--- config.mk ---
export PLATFORM = sky130hd
export DESIGN_NAME = sliding_window_median_filter_flat
export DESIGN_NICKNAME = d
export VERILOG_FILES = /design/src/swmf_pkg.sv /design/src/swmf_if.sv /design/src/swmf_ram.sv /design/src/swmf_dp.sv /design/src/swmf_ctrl.sv /design/src/sliding_window_median_filter.sv /design/src/flat_wrapper.sv
export SDC_FILE = /design/constraint.sdc
export NUM_CORES = 2
export LEC_CHECK = 0
export BUFFER_PORTS_ARGS = -buffer_cell sky130_fd_sc_hd__buf_2
export CELL_PAD_IN_SITES_DETAIL_PLACEMENT = 1
export CELL_PAD_IN_SITES_GLOBAL_PLACEMENT = 2
export CORE_AREA = 2 2 358 289
export CTS_CLUSTER_DIAMETER = 100
export DETAILED_ROUTE_END_ITERATION = 6
export DIE_AREA = 0 0 360 291
export GPL_ROUTABILITY_DRIVEN = 0
export MAX_ROUTING_LAYER = met4
export PLACE_DENSITY = 0.81
export SYNTH_ARGS = -nofsm -noshare
export SYNTH_HDL_FRONTEND = slang
export SYNTH_HIERARCHICAL = 1
export SYNTH_SLANG_ARGS = --single-unit
--- constraint.sdc ---
create_clock -name clk -period 4.8 [get_ports clk]
set_clock_uncertainty 0.05 [all_clocks]
set_input_delay 0.48 -clock clk [delete_from_list [all_inputs] [get_ports clk]]
set_output_delay 0.48 -clock clk [all_outputs]
set_load 0.02 [all_outputs]
--- src/swmf_pkg.sv ---
// Shared widths, constants and controller/datapath handshake types for the median filter.
package swmf_pkg;

  localparam int SAMPLE_W       = 16;
  localparam int CFG_W          = 5;
  localparam int WINDOW_MAX_DEF = 16;
  localparam int WINDOW_RESET   = 5;
  localparam int PASS_BELOW     = 3;

  typedef struct packed {
    logic load;     // capture sample, read the slot about to be overwritten
    logic store;    // write sample into the ring, advance position
    logic remove;   // drop the overwritten sample from the sorted row
    logic insert;   // insert the new sample into the sorted row
    logic pick_lo;  // latch the lower middle value
    logic emit;     // load the output register
    logic clear;    // window written: empty the store
  } swmf_cmd_t;

  typedef struct packed {
    logic full;     // fill count has reached the window
    logic pass;     // fewer than three samples held
  } swmf_sts_t;

endpackage

--- src/swmf_if.sv ---
// Valid/ready channel interfaces for samples, filtered results and the window register.
interface swmf_sample_if;
  import swmf_pkg::*;
  logic                valid;
  logic                ready;
  logic [SAMPLE_W-1:0] sample;
  modport source (output valid, output sample, input ready);
  modport sink   (input valid, input sample, output ready);
endinterface

interface swmf_filtered_if;
  import swmf_pkg::*;
  logic                valid;
  logic                ready;
  logic [SAMPLE_W-1:0] filtered;
  modport source (output valid, output filtered, input ready);
  modport sink   (input valid, input filtered, output ready);
endinterface

interface swmf_cfg_if;
  import swmf_pkg::*;
  logic             valid;
  logic             ready;
  logic [CFG_W-1:0] window_length;
  modport source (output valid, output window_length, input ready);
  modport sink   (input valid, input window_length, output ready);
endinterface

--- src/swmf_ram.sv ---
// Generic single-port-write, single-port-read RAM with registered read data.
module swmf_ram #(
  parameter int W     = 16,
  parameter int DEPTH = 16
) (
  input  logic                     clk,
  input  logic                     we,
  input  logic [$clog2(DEPTH)-1:0] waddr,
  input  logic [W-1:0]             wdata,
  input  logic                     re,
  input  logic [$clog2(DEPTH)-1:0] raddr,
  output logic [W-1:0]             rdata
);

  logic [W-1:0] mem [DEPTH];

  always_ff @(posedge clk) begin
    if (we) begin
      mem[waddr] <= wdata;
    end
    if (re) begin
      rdata <= mem[raddr];
    end
  end

endmodule

--- src/swmf_dp.sv ---
// Datapath: sample ring, sorted row of held samples, fill count and median pick.
module swmf_dp
  import swmf_pkg::*;
#(
  parameter int WINDOW_MAX = WINDOW_MAX_DEF
) (
  input  logic                clk,
  input  logic                rst_n,
  input  swmf_cmd_t           cmd,
  output swmf_sts_t           sts,
  input  logic [SAMPLE_W-1:0] in_sample,
  input  logic [CFG_W-1:0]    cfg_window,
  output logic [SAMPLE_W-1:0] filtered
);

  localparam int CW   = $clog2(WINDOW_MAX + 1);
  localparam int IW   = $clog2(WINDOW_MAX);
  localparam int CMPW = (CW > CFG_W) ? CW : CFG_W;

  function automatic logic [CW-1:0] clamp_win(input logic [CFG_W-1:0] v);
    logic [CMPW-1:0] ve;
    ve = CMPW'(v);
    if (ve == '0) begin
      return CW'(1);
    end else if (ve > CMPW'(WINDOW_MAX)) begin
      return CW'(WINDOW_MAX);
    end
    return CW'(ve);
  endfunction

  logic [CW-1:0]       win_r, win_nxt;
  logic [CW-1:0]       count_r, count_nxt;
  logic [IW-1:0]       wp_r, wp_nxt;
  logic [SAMPLE_W-1:0] s_r, a_r, res_r;
  logic [SAMPLE_W-1:0] sorted_r   [WINDOW_MAX];
  logic [SAMPLE_W-1:0] sorted_nxt [WINDOW_MAX];
  logic [WINDOW_MAX-1:0] gt;
  logic [SAMPLE_W-1:0] old_sample;
  logic [CW-1:0]       wp_inc;
  logic [CW-1:0]       mid_w, lo_w;
  logic [IW-1:0]       idx_lo, idx_hi;
  logic [SAMPLE_W:0]   pair_sum;
  logic [SAMPLE_W-1:0] med;

  swmf_ram #(
    .W     (SAMPLE_W),
    .DEPTH (WINDOW_MAX)
  ) u_ring (
    .clk   (clk),
    .we    (cmd.store),
    .waddr (wp_r),
    .wdata (s_r),
    .re    (cmd.load),
    .raddr (wp_r),
    .rdata (old_sample)
  );

  assign sts.full = (count_r == win_r);
  assign sts.pass = (count_r < CW'(PASS_BELOW));

  // Ring position wraps at the configured window
  assign wp_inc = CW'(wp_r) + CW'(1);

  always_comb begin
    win_nxt   = win_r;
    count_nxt = count_r;
    wp_nxt    = wp_r;
    if (cmd.clear) begin
      win_nxt   = clamp_win(cfg_window);
      count_nxt = '0;
      wp_nxt    = '0;
    end else begin
      if (cmd.store) begin
        wp_nxt = (wp_inc == win_r) ? '0 : wp_inc[IW-1:0];
      end
      if (cmd.remove) begin
        count_nxt = count_r - CW'(1);
      end else if (cmd.insert) begin
        count_nxt = count_r + CW'(1);
      end
    end
  end

  // Slots at or past the fill count act as larger than any sample
  always_comb begin
    for (int i = 0; i < WINDOW_MAX; i++) begin
      gt[i] = (CW'(i) >= count_r) || (sorted_r[i] > s_r);
    end
  end

  always_comb begin
    for (int i = 0; i < WINDOW_MAX; i++) begin
      sorted_nxt[i] = sorted_r[i];
    end
    if (cmd.remove) begin
      // first slot >= old sample holds it; everything from there moves down one
      for (int i = 0; i < WINDOW_MAX - 1; i++) begin
        if (sorted_r[i] >= old_sample) begin
          sorted_nxt[i] = sorted_r[i + 1];
        end
      end
    end else if (cmd.insert) begin
      if (gt[0]) begin
        sorted_nxt[0] = s_r;
      end
      for (int i = 1; i < WINDOW_MAX; i++) begin
        if (gt[i]) begin
          sorted_nxt[i] = gt[i - 1] ? sorted_r[i - 1] : s_r;
        end
      end
    end
  end

  assign mid_w  = count_r >> 1;
  assign lo_w   = (mid_w == '0) ? '0 : mid_w - CW'(1);
  assign idx_lo = lo_w[IW-1:0];
  assign idx_hi = mid_w[IW-1:0];

  assign pair_sum = {1'b0, a_r} + {1'b0, sorted_r[idx_hi]};
  assign med      = count_r[0] ? sorted_r[idx_hi] : pair_sum[SAMPLE_W:1];

  always_ff @(posedge clk) begin
    if (!rst_n) begin
      win_r   <= clamp_win(CFG_W'(WINDOW_RESET));
      count_r <= '0;
      wp_r    <= '0;
    end else begin
      win_r   <= win_nxt;
      count_r <= count_nxt;
      wp_r    <= wp_nxt;
    end
  end

  always_ff @(posedge clk) begin
    for (int i = 0; i < WINDOW_MAX; i++) begin
      sorted_r[i] <= sorted_nxt[i];
    end
    if (cmd.load) begin
      s_r <= in_sample;
    end
    if (cmd.pick_lo) begin
      a_r <= sorted_r[idx_lo];
    end
    if (cmd.emit) begin
      res_r <= sts.pass ? s_r : med;
    end
  end

  assign filtered = res_r;

endmodule

--- src/swmf_ctrl.sv ---
// Controller: sequences one sample through ring update, sorted-row update and median pick.
module swmf_ctrl
  import swmf_pkg::*;
(
  input  logic      clk,
  input  logic      rst_n,
  input  logic      in_valid,
  output logic      in_ready,
  input  logic      cfg_valid,
  output logic      cfg_ready,
  output logic      out_valid,
  input  logic      out_ready,
  input  swmf_sts_t sts,
  output swmf_cmd_t cmd
);

  localparam logic [2:0] S_IDLE = 3'd0;
  localparam logic [2:0] S_RD   = 3'd1;
  localparam logic [2:0] S_INS  = 3'd2;
  localparam logic [2:0] S_MA   = 3'd3;
  localparam logic [2:0] S_MB   = 3'd4;

  logic [2:0] state_r, state_nxt;
  logic       out_valid_r, out_valid_nxt;
  logic       out_busy;

  assign in_ready  = (state_r == S_IDLE);
  assign cfg_ready = (state_r == S_IDLE);
  assign out_busy  = out_valid_r && !out_ready;

  always_comb begin
    state_nxt = state_r;
    cmd       = '0;
    case (state_r)
      S_IDLE: begin
        cmd.clear = cfg_valid;
        if (in_valid) begin
          cmd.load  = 1'b1;
          state_nxt = S_RD;
        end
      end
      S_RD: begin
        cmd.store  = 1'b1;
        cmd.remove = sts.full;
        state_nxt  = S_INS;
      end
      S_INS: begin
        cmd.insert = 1'b1;
        state_nxt  = S_MA;
      end
      S_MA: begin
        cmd.pick_lo = !sts.pass;
        state_nxt   = S_MB;
      end
      S_MB: begin
        if (!out_busy) begin
          cmd.emit  = 1'b1;
          state_nxt = S_IDLE;
        end
      end
      default: begin
        state_nxt = S_IDLE;
      end
    endcase
  end

  always_comb begin
    if (cmd.emit) begin
      out_valid_nxt = 1'b1;
    end else if (out_ready) begin
      out_valid_nxt = 1'b0;
    end else begin
      out_valid_nxt = out_valid_r;
    end
  end

  always_ff @(posedge clk) begin
    if (!rst_n) begin
      state_r     <= S_IDLE;
      out_valid_r <= 1'b0;
    end else begin
      state_r     <= state_nxt;
      out_valid_r <= out_valid_nxt;
    end
  end

  assign out_valid = out_valid_r;

endmodule

--- src/sliding_window_median_filter.sv ---
// Sliding-window median filter for 16-bit unsigned light samples: each accepted sample
// yields one result, the median of the last window_length samples (middle pair
// averaged and truncated for an even count), or the sample itself while fewer than
// three are held. A new sample is accepted only once the controller is done with the
// last one: the accepting cycle reads the ring slot about to be overwritten, then a
// step removes that sample from the sorted row, the next inserts the new sample, and
// the last steps read the lower and upper middle of the sorted row. A stalled result
// holds the controller in its last step until the output register frees up. The next
// sample is taken once the controller is back in idle, even while the last result
// still waits in the output register. Writing window_length (clamped to 1..WINDOW_MAX)
// empties the window; the ring itself needs no clearing pass.
module sliding_window_median_filter
  import swmf_pkg::*;
#(
  parameter int WINDOW_MAX = WINDOW_MAX_DEF
) (
  input  logic            clk,
  input  logic            rst_n,
  swmf_sample_if.sink     in_if,
  swmf_filtered_if.source out_if,
  swmf_cfg_if.sink        cfg_if
);

  swmf_cmd_t cmd;
  swmf_sts_t sts;

  swmf_ctrl u_ctrl (
    .clk       (clk),
    .rst_n     (rst_n),
    .in_valid  (in_if.valid),
    .in_ready  (in_if.ready),
    .cfg_valid (cfg_if.valid),
    .cfg_ready (cfg_if.ready),
    .out_valid (out_if.valid),
    .out_ready (out_if.ready),
    .sts       (sts),
    .cmd       (cmd)
  );

  swmf_dp #(
    .WINDOW_MAX (WINDOW_MAX)
  ) u_dp (
    .clk        (clk),
    .rst_n      (rst_n),
    .cmd        (cmd),
    .sts        (sts),
    .in_sample  (in_if.sample),
    .cfg_window (cfg_if.window_length),
    .filtered   (out_if.filtered)
  );

endmodule

--- src/flat_wrapper.sv ---
// flat-port wrapper written by rule: the top's interface ports become plain ports
module sliding_window_median_filter_flat import swmf_pkg::*;
#(
  parameter int WINDOW_MAX = WINDOW_MAX_DEF
)
  (clk, rst_n, in_if_valid, in_if_sample, in_if_ready, out_if_valid, out_if_filtered, out_if_ready, cfg_if_valid, cfg_if_window_length, cfg_if_ready);
  swmf_sample_if in_if_i ();
  swmf_filtered_if out_if_i ();
  swmf_cfg_if cfg_if_i ();
  input  logic clk;
  input  logic rst_n;
  input wire logic [$bits(in_if_i.valid)-1:0] in_if_valid;
  input wire logic [$bits(in_if_i.sample)-1:0] in_if_sample;
  output wire logic [$bits(in_if_i.ready)-1:0] in_if_ready;
  output wire logic [$bits(out_if_i.valid)-1:0] out_if_valid;
  output wire logic [$bits(out_if_i.filtered)-1:0] out_if_filtered;
  input wire logic [$bits(out_if_i.ready)-1:0] out_if_ready;
  input wire logic [$bits(cfg_if_i.valid)-1:0] cfg_if_valid;
  input wire logic [$bits(cfg_if_i.window_length)-1:0] cfg_if_window_length;
  output wire logic [$bits(cfg_if_i.ready)-1:0] cfg_if_ready;
  assign in_if_i.valid = in_if_valid;
  assign in_if_i.sample = in_if_sample;
  assign in_if_ready = in_if_i.ready;
  assign out_if_valid = out_if_i.valid;
  assign out_if_filtered = out_if_i.filtered;
  assign out_if_i.ready = out_if_ready;
  assign cfg_if_i.valid = cfg_if_valid;
  assign cfg_if_i.window_length = cfg_if_window_length;
  assign cfg_if_ready = cfg_if_i.ready;
  sliding_window_median_filter #(.WINDOW_MAX(WINDOW_MAX)) u_core (.clk(clk), .rst_n(rst_n), .in_if(in_if_i), .out_if(out_if_i), .cfg_if(cfg_if_i));
endmodule
-- Yosys cells after proc, flatten, opt, wreduce, memory -nomap -nowiden
Memories as Yosys holds them, arrays and structs flattened. A register that Yosys moved wholly into a read port is not among the register bits.
Index checks and enable logic that the tools add are counted.
Widths: inputs -> output; s select.
- eq/ne operators: 8
- reduce and logical (&&, ||, !) cells: 26
- $add $sub $neg: 5
- order comparisons: 49
- bitwise gates (word level): 1
- multiplexer cells: 78
- operator list (cell ; number):
    $mux 16 ; 49
    $gt 16x16->1 ; 16
    $mux 256 ; 1
    $ge 16x16->1 ; 15
    $mux 240 ; 1
    $ge 4x5->1 const A ; 8
    $mux 5 ; 5
    $ge 3x5->1 const A ; 4
    $add 16x16->17 ; 1
    $logic_or 1x1->1 ; 16
    $mux 4 ; 4
    $pmux 3 s5 ; 1
    $mux 1 ; 14
    $eq 5x5->1 ; 2
    $ge 1x5->1 const A ; 2
    $ge 2x5->1 const A ; 2
    $logic_not 5->1 ; 2
    $eq 3x2->1 const B ; 2
    $mux 3 ; 2
    $add 4x1->5 const B ; 1
    $add 5x1->5 const B ; 1
    $gt 5x5->1 const B ; 1
    $lt 5x2->1 const B ; 1
    $sub 5x1->5 const B ; 1
    12 further kinds ; 15
- register bits after elaboration: 50
- memories kept: 2
- bits in writable memories: 512
- bits of input ports: 26
- memories (name ; words ; width ; read ports ; clocked after Yosys merged registers in ; wr ports ; RTL line ; source):
    u_core.u_dp.sorted_r ; 16 ; 16 ; 18 ; 2 ; 16 ; swmf_dp.sv:35 ; logic [SAMPLE_W-1:0] sorted_r [WINDOW_MAX];
    u_core.u_dp.u_ring.mem ; 16 ; 16 ; 1 ; 1 ; 1 ; swmf_ram.sv:15 ; logic [W-1:0] mem [DEPTH];

-- Logic depth before layout (Yosys ltp)
An unclocked memory read counts as a cell.
- word-level depth: 7
- mapped depth: 17
- gate-level depth less buffers: 14

-- Cells and area by module
Netlist, hierarchy kept.
- modules (own cells, without submodules) (module ; area an instance (µm²) ; seq. area each (µm²) ; times used ; cells each):
    swmf_dp ; 30681.9 ; 9489.1 ; 1 ; 2908
    swmf_ram ; 10202.3 ; 8167.8 ; 1 ; 432
    swmf_ctrl ; 241.5 ; 80.1 ; 1 ; 27

-- Least setup slack after synthesis
Ideal clock, no wire load.
- path type: reg2reg
- start: reg (tool-made name)
- end: reg u_core.u_dp.res_r[13] (netlist: u_core/u_dp/filtered[13]) (data pin)
- library setup time: 0.261 ns
- arrival time: 4.321 ns
- slack: 0.168 ns
- cell stages (with the launch flop): 18
- clock period less this slack: 4.632 ns
- path buffers: 4
- path through: dfxtp_1 clkbuf_1 buf_2 buf_2 buf_2 mux4_2 mux4_2 ha_1 nor2b_1 o21ai_0 nand2b_1 a21oi_1 o21ai_0 a21boi_0 o21ai_0 a31oi_1 xnor2_1 a221o_1
- RTL lines (what ; RTL line ; source):
    end signal, assigned ; swmf_dp.sv:145 ; res_r <= sts.pass ? s_r : med;
    end, declared ; swmf_dp.sv:34 ; logic [SAMPLE_W-1:0] s_r, a_r, res_r;

==> flow_metrics.tcl <==
set metrics [dict create \
    cts_tree "done" \
    worst_ep_required_time_ps 5170 \
    clock-root-buffer "clkbuf_16" \
    cts_max_path_buffers 3 \
    initial_core_util_pct 40.5 \
    status "finished, final reports clean" \
    detail_route.first_pass.iterations 6 \
    crit_path_start_kind "register" \
    p_sw_share_pct 31.7 \
    p_switching_w 0.00500 \
    synth_top_area_share_pct 42.1 \
    routed_wl_um 175000 \
    ir_worst_vdd_mv 0.246 \
    end_kind "register" \
    portBuffers 44 \
    avgViaCountPerCell 6.76 \
    dp_hpwl_um 126000 \
    rows 105 \
    io_pins 45 \
    synth_most_common_cell "edfxtp_1" \
    drive_above_1_share_pct 17.1 \
    fin_area_sq_um 46800 \
    cp_top_family "compound AO/OA/AOI/OAI gates" \
    internal-power_w 0.0108 \
    fin_nets 4057 \
    n_fill_cell 10600 \
    grt_start_max_net_pins 103 \
    cp.depth 13 \
    path_clk_slew_ps 70 \
    fp.coreArea_sq_um 102000 \
    critPathMaxStageDelay_ps 590 \
    pwr-share-seq_pct 41.2 \
    synthAdderAreaFrac_pct 15.8 \
    die_x_um 360 \
    dr.first_iter.drc_count 4666 \
    ys_top_cells_by_count "edfxtp_1, ha_1, nand2_1" \
    ys_warn_count 6 \
    worstHoldPathType "in2reg" \
    antenna_found_initial 5 \
    dieArea_sq_um 105000 \
    slew_headroom_pct 12.8 \
    multi_input_comb_area_sq_um 22500 \
    setup_violations 0 \
    synth.distinct_cells 69 \
    cts_sinks 598 \
    tightest_slew_ps 1310 \
    synthMuxAreaShare_pct 17.1 \
    area.growth.synth_to_final_pct 13.8 \
    clock.fmax_mhz 223 \
    drc 0 \
    synth-edff-count 576 \
    vias 33200 \
    grt_overflow 0 \
    die_height_um 291 \
    worstRegToRegCells 13 \
    grt_pass1_vias 32400 \
    clock_latency_ps 670 \
    grt_pass1_wl_um 247000 \
    ys_dominant_reg_cell "edfxtp_1" \
    cap_violations 0 \
    rsz0062_at_grt "false" \
    cts_resized 0 \
    synth_nets 3912 \
    cts-htree-levels 3 \
    yosys.area.top_type "edfxtp_1" \
    synth-xor-area-share_pct 0.511 \
    leakagePower_nw 18.4 \
    criticalPathCategory "reg2reg" \
    whs_path_depth 1 \
    path_common_cell "o21ai_0" \
    netlist_area_sq_um 41100 \
    synth_top_family_by_area "multiplexers" \
    slew_violations 0 \
    combPwrFrac_pct 20.7 \
    synth-compound-area-share_pct 13.0 \
    avgSynthCellArea_sq_um 12.2 \
    place_area_sq_um 44100 \
    grt_util_all_layers_pct 33.8 \
    regArea_sq_um 17800 \
    synth-simple-area-share_pct 8.01 \
    p_per_area_nw_per_um2 336 \
    fin_crit_sh_pct 93.4 \
    numCtsBuffers 71 \
    worstPathArrival_ps 4850 \
    synth.area.top_cells "edfxtp_1, ha_1, mux4_2" \
    synth-seq-area-share_pct 43.1 \
    clockPowerShare_pct 38.1 \
    async_flop_share_pct 0 \
    finalHoldViolCount 0 \
    fin_crit_ps 4480 \
    tns_ps 0 \
    crit_chain "mux4_2, mux4_2, ha_1, nor2b_1, o21ai_0, nand2b_1, a21oi_1, o21ai_0, a21boi_0, o21ai_0, a31oi_1, xnor2_1, a221o_1" \
    wire_per_inst_um 35.6 \
    postSynthCellCount 3367 \
    ys_seq_elements 598 \
    cp_max_fo 12 \
    slowest_stage "dfxtp_4" \
    crit_buf_inv 0 \
    ant_nets 0 \
]
-- stage by stage --
step | utilization, % | cells | hold WS (ps) | total power [W] | setup WS, ps
4_1_cts | 46.1 | 4903 | 17.0 | 0.0157 | 301
5_1_grt | 46.1 | 4909 | 15.8 | 0.0162 | 65.5
3_3_place_gp | 43.4 | 4759 | 470 | 0.00957 | 308
6_report | 46.1 | 4910 | 13.3 | 0.0157 | 316
3_5_place_dp | 43.4 | 4759 | 484 | 0.00968 | 351
2_1_floorplan | - | 3367 | 440 | 0.00819 | 168
-- state kept, by name (all words and copies together), names as in the netlist, named ones only --
name	flops
u_core/u_ctrl/out_valid	1
u_core/u_ctrl/state_r	3
u_core/u_dp/a_r	16
u_core/u_dp/count_r	5
u_core/u_dp/filtered	16
u_core/u_dp/s_r	16
u_core/u_dp/sorted_r	256
u_core/u_dp/u_ring/mem	256
u_core/u_dp/u_ring/rdata	16
u_core/u_dp/win_r	5
u_core/u_dp/wp_r	4
-- layer usage --
layer	routed length (um)	global-route usage, %	up-vias
met2	70400	45.4	2245
met3	22400	9.39	407
met4	7760	12.7	0
li1	-	-	13600
met5	0	-	-
met1	74400	48.1	16900
-- cell usage in the layout (no fill, tap or decap), types with 13 or more instances in the layout --
master	synthesis	routed
edfxtp_1	576	576
ha_1	518	518
nand2_1	328	327
o21ai_0	297	291
mux2i_1	211	211
mux4_2	189	189
buf_4	5	177
a21o_1	162	162
a21oi_1	122	116
nor2_1	96	96
clkbuf_16	0	71
inv_1	62	60
nand4_1	57	57
nand3_1	50	50
buf_2	32	44
nor2b_1	46	44
nand2b_1	42	42
o21a_1	42	42
a211oi_1	34	34
a22oi_1	34	34
nor3_1	30	26
a31oi_1	25	24
o22ai_1	21	19
and2_1	20	18
dfxtp_1	22	18
mux4_1	18	18
buf_12	0	17
dlygate4sd3_1	0	16
mux2_2	16	16
and3_1	15	15
xor2_1	15	15
o311ai_0	15	14
clkinv_2	0	13
bufinv_16	0	13
o211ai_1	13	13
-- repair_timing --
action,CTS,global route
endpoints found under the setup margin,0,1
hold endpoints to repair,16,0
hold buffers,16,0
buffers inserted,0,1
-- power groups by stage --
stage	sequential [W]	clock (W)	combinational [W]
floorplan	0.00636	0	0.00183
global placement	0.00655	0	0.00302
detailed placement	0.00656	0	0.00312
CTS	0.00645	0.00605	0.00316
global route	0.00648	0.00621	0.00348
finish	0.00649	0.00600	0.00327
-- final cells by class --
cell class | count | share of cell area [%]
diodes | 6 | 0.0321
repair buffers | 255 | 4.41
well taps | 1337 | 3.57
multi-input cells | 2524 | 48.1
clock buffers | 77 | 3.84
inverters | 62 | 0.497
clock inverters | 51 | 1.60
flip-flops and latches | 598 | 37.9
-- logic make-up after synthesis --
| logic type | count (synthesis) |
|---|---|
| xor+xnor | 24 |
| flops | 598 |
| compound gates | 839 |
| simple gates | 708 |
| buf+inv | 245 |
| mux | 434 |
| fa+ha+maj | 519 |
-- final timing paths --
check                             endpoint               startpoint  slack, ps
setup / recovery  u_core/u_dp/filtered[13]                 register        320
setup reg to reg  u_core/u_dp/filtered[13]                 register        320
hold / removal          u_core/u_dp/s_r[3]          in_if_sample[3]         10
hold reg to reg   u_core/u_ctrl/state_r[2]  u_core/u_ctrl/out_valid        490
Power figures use the tool's default switching activity.
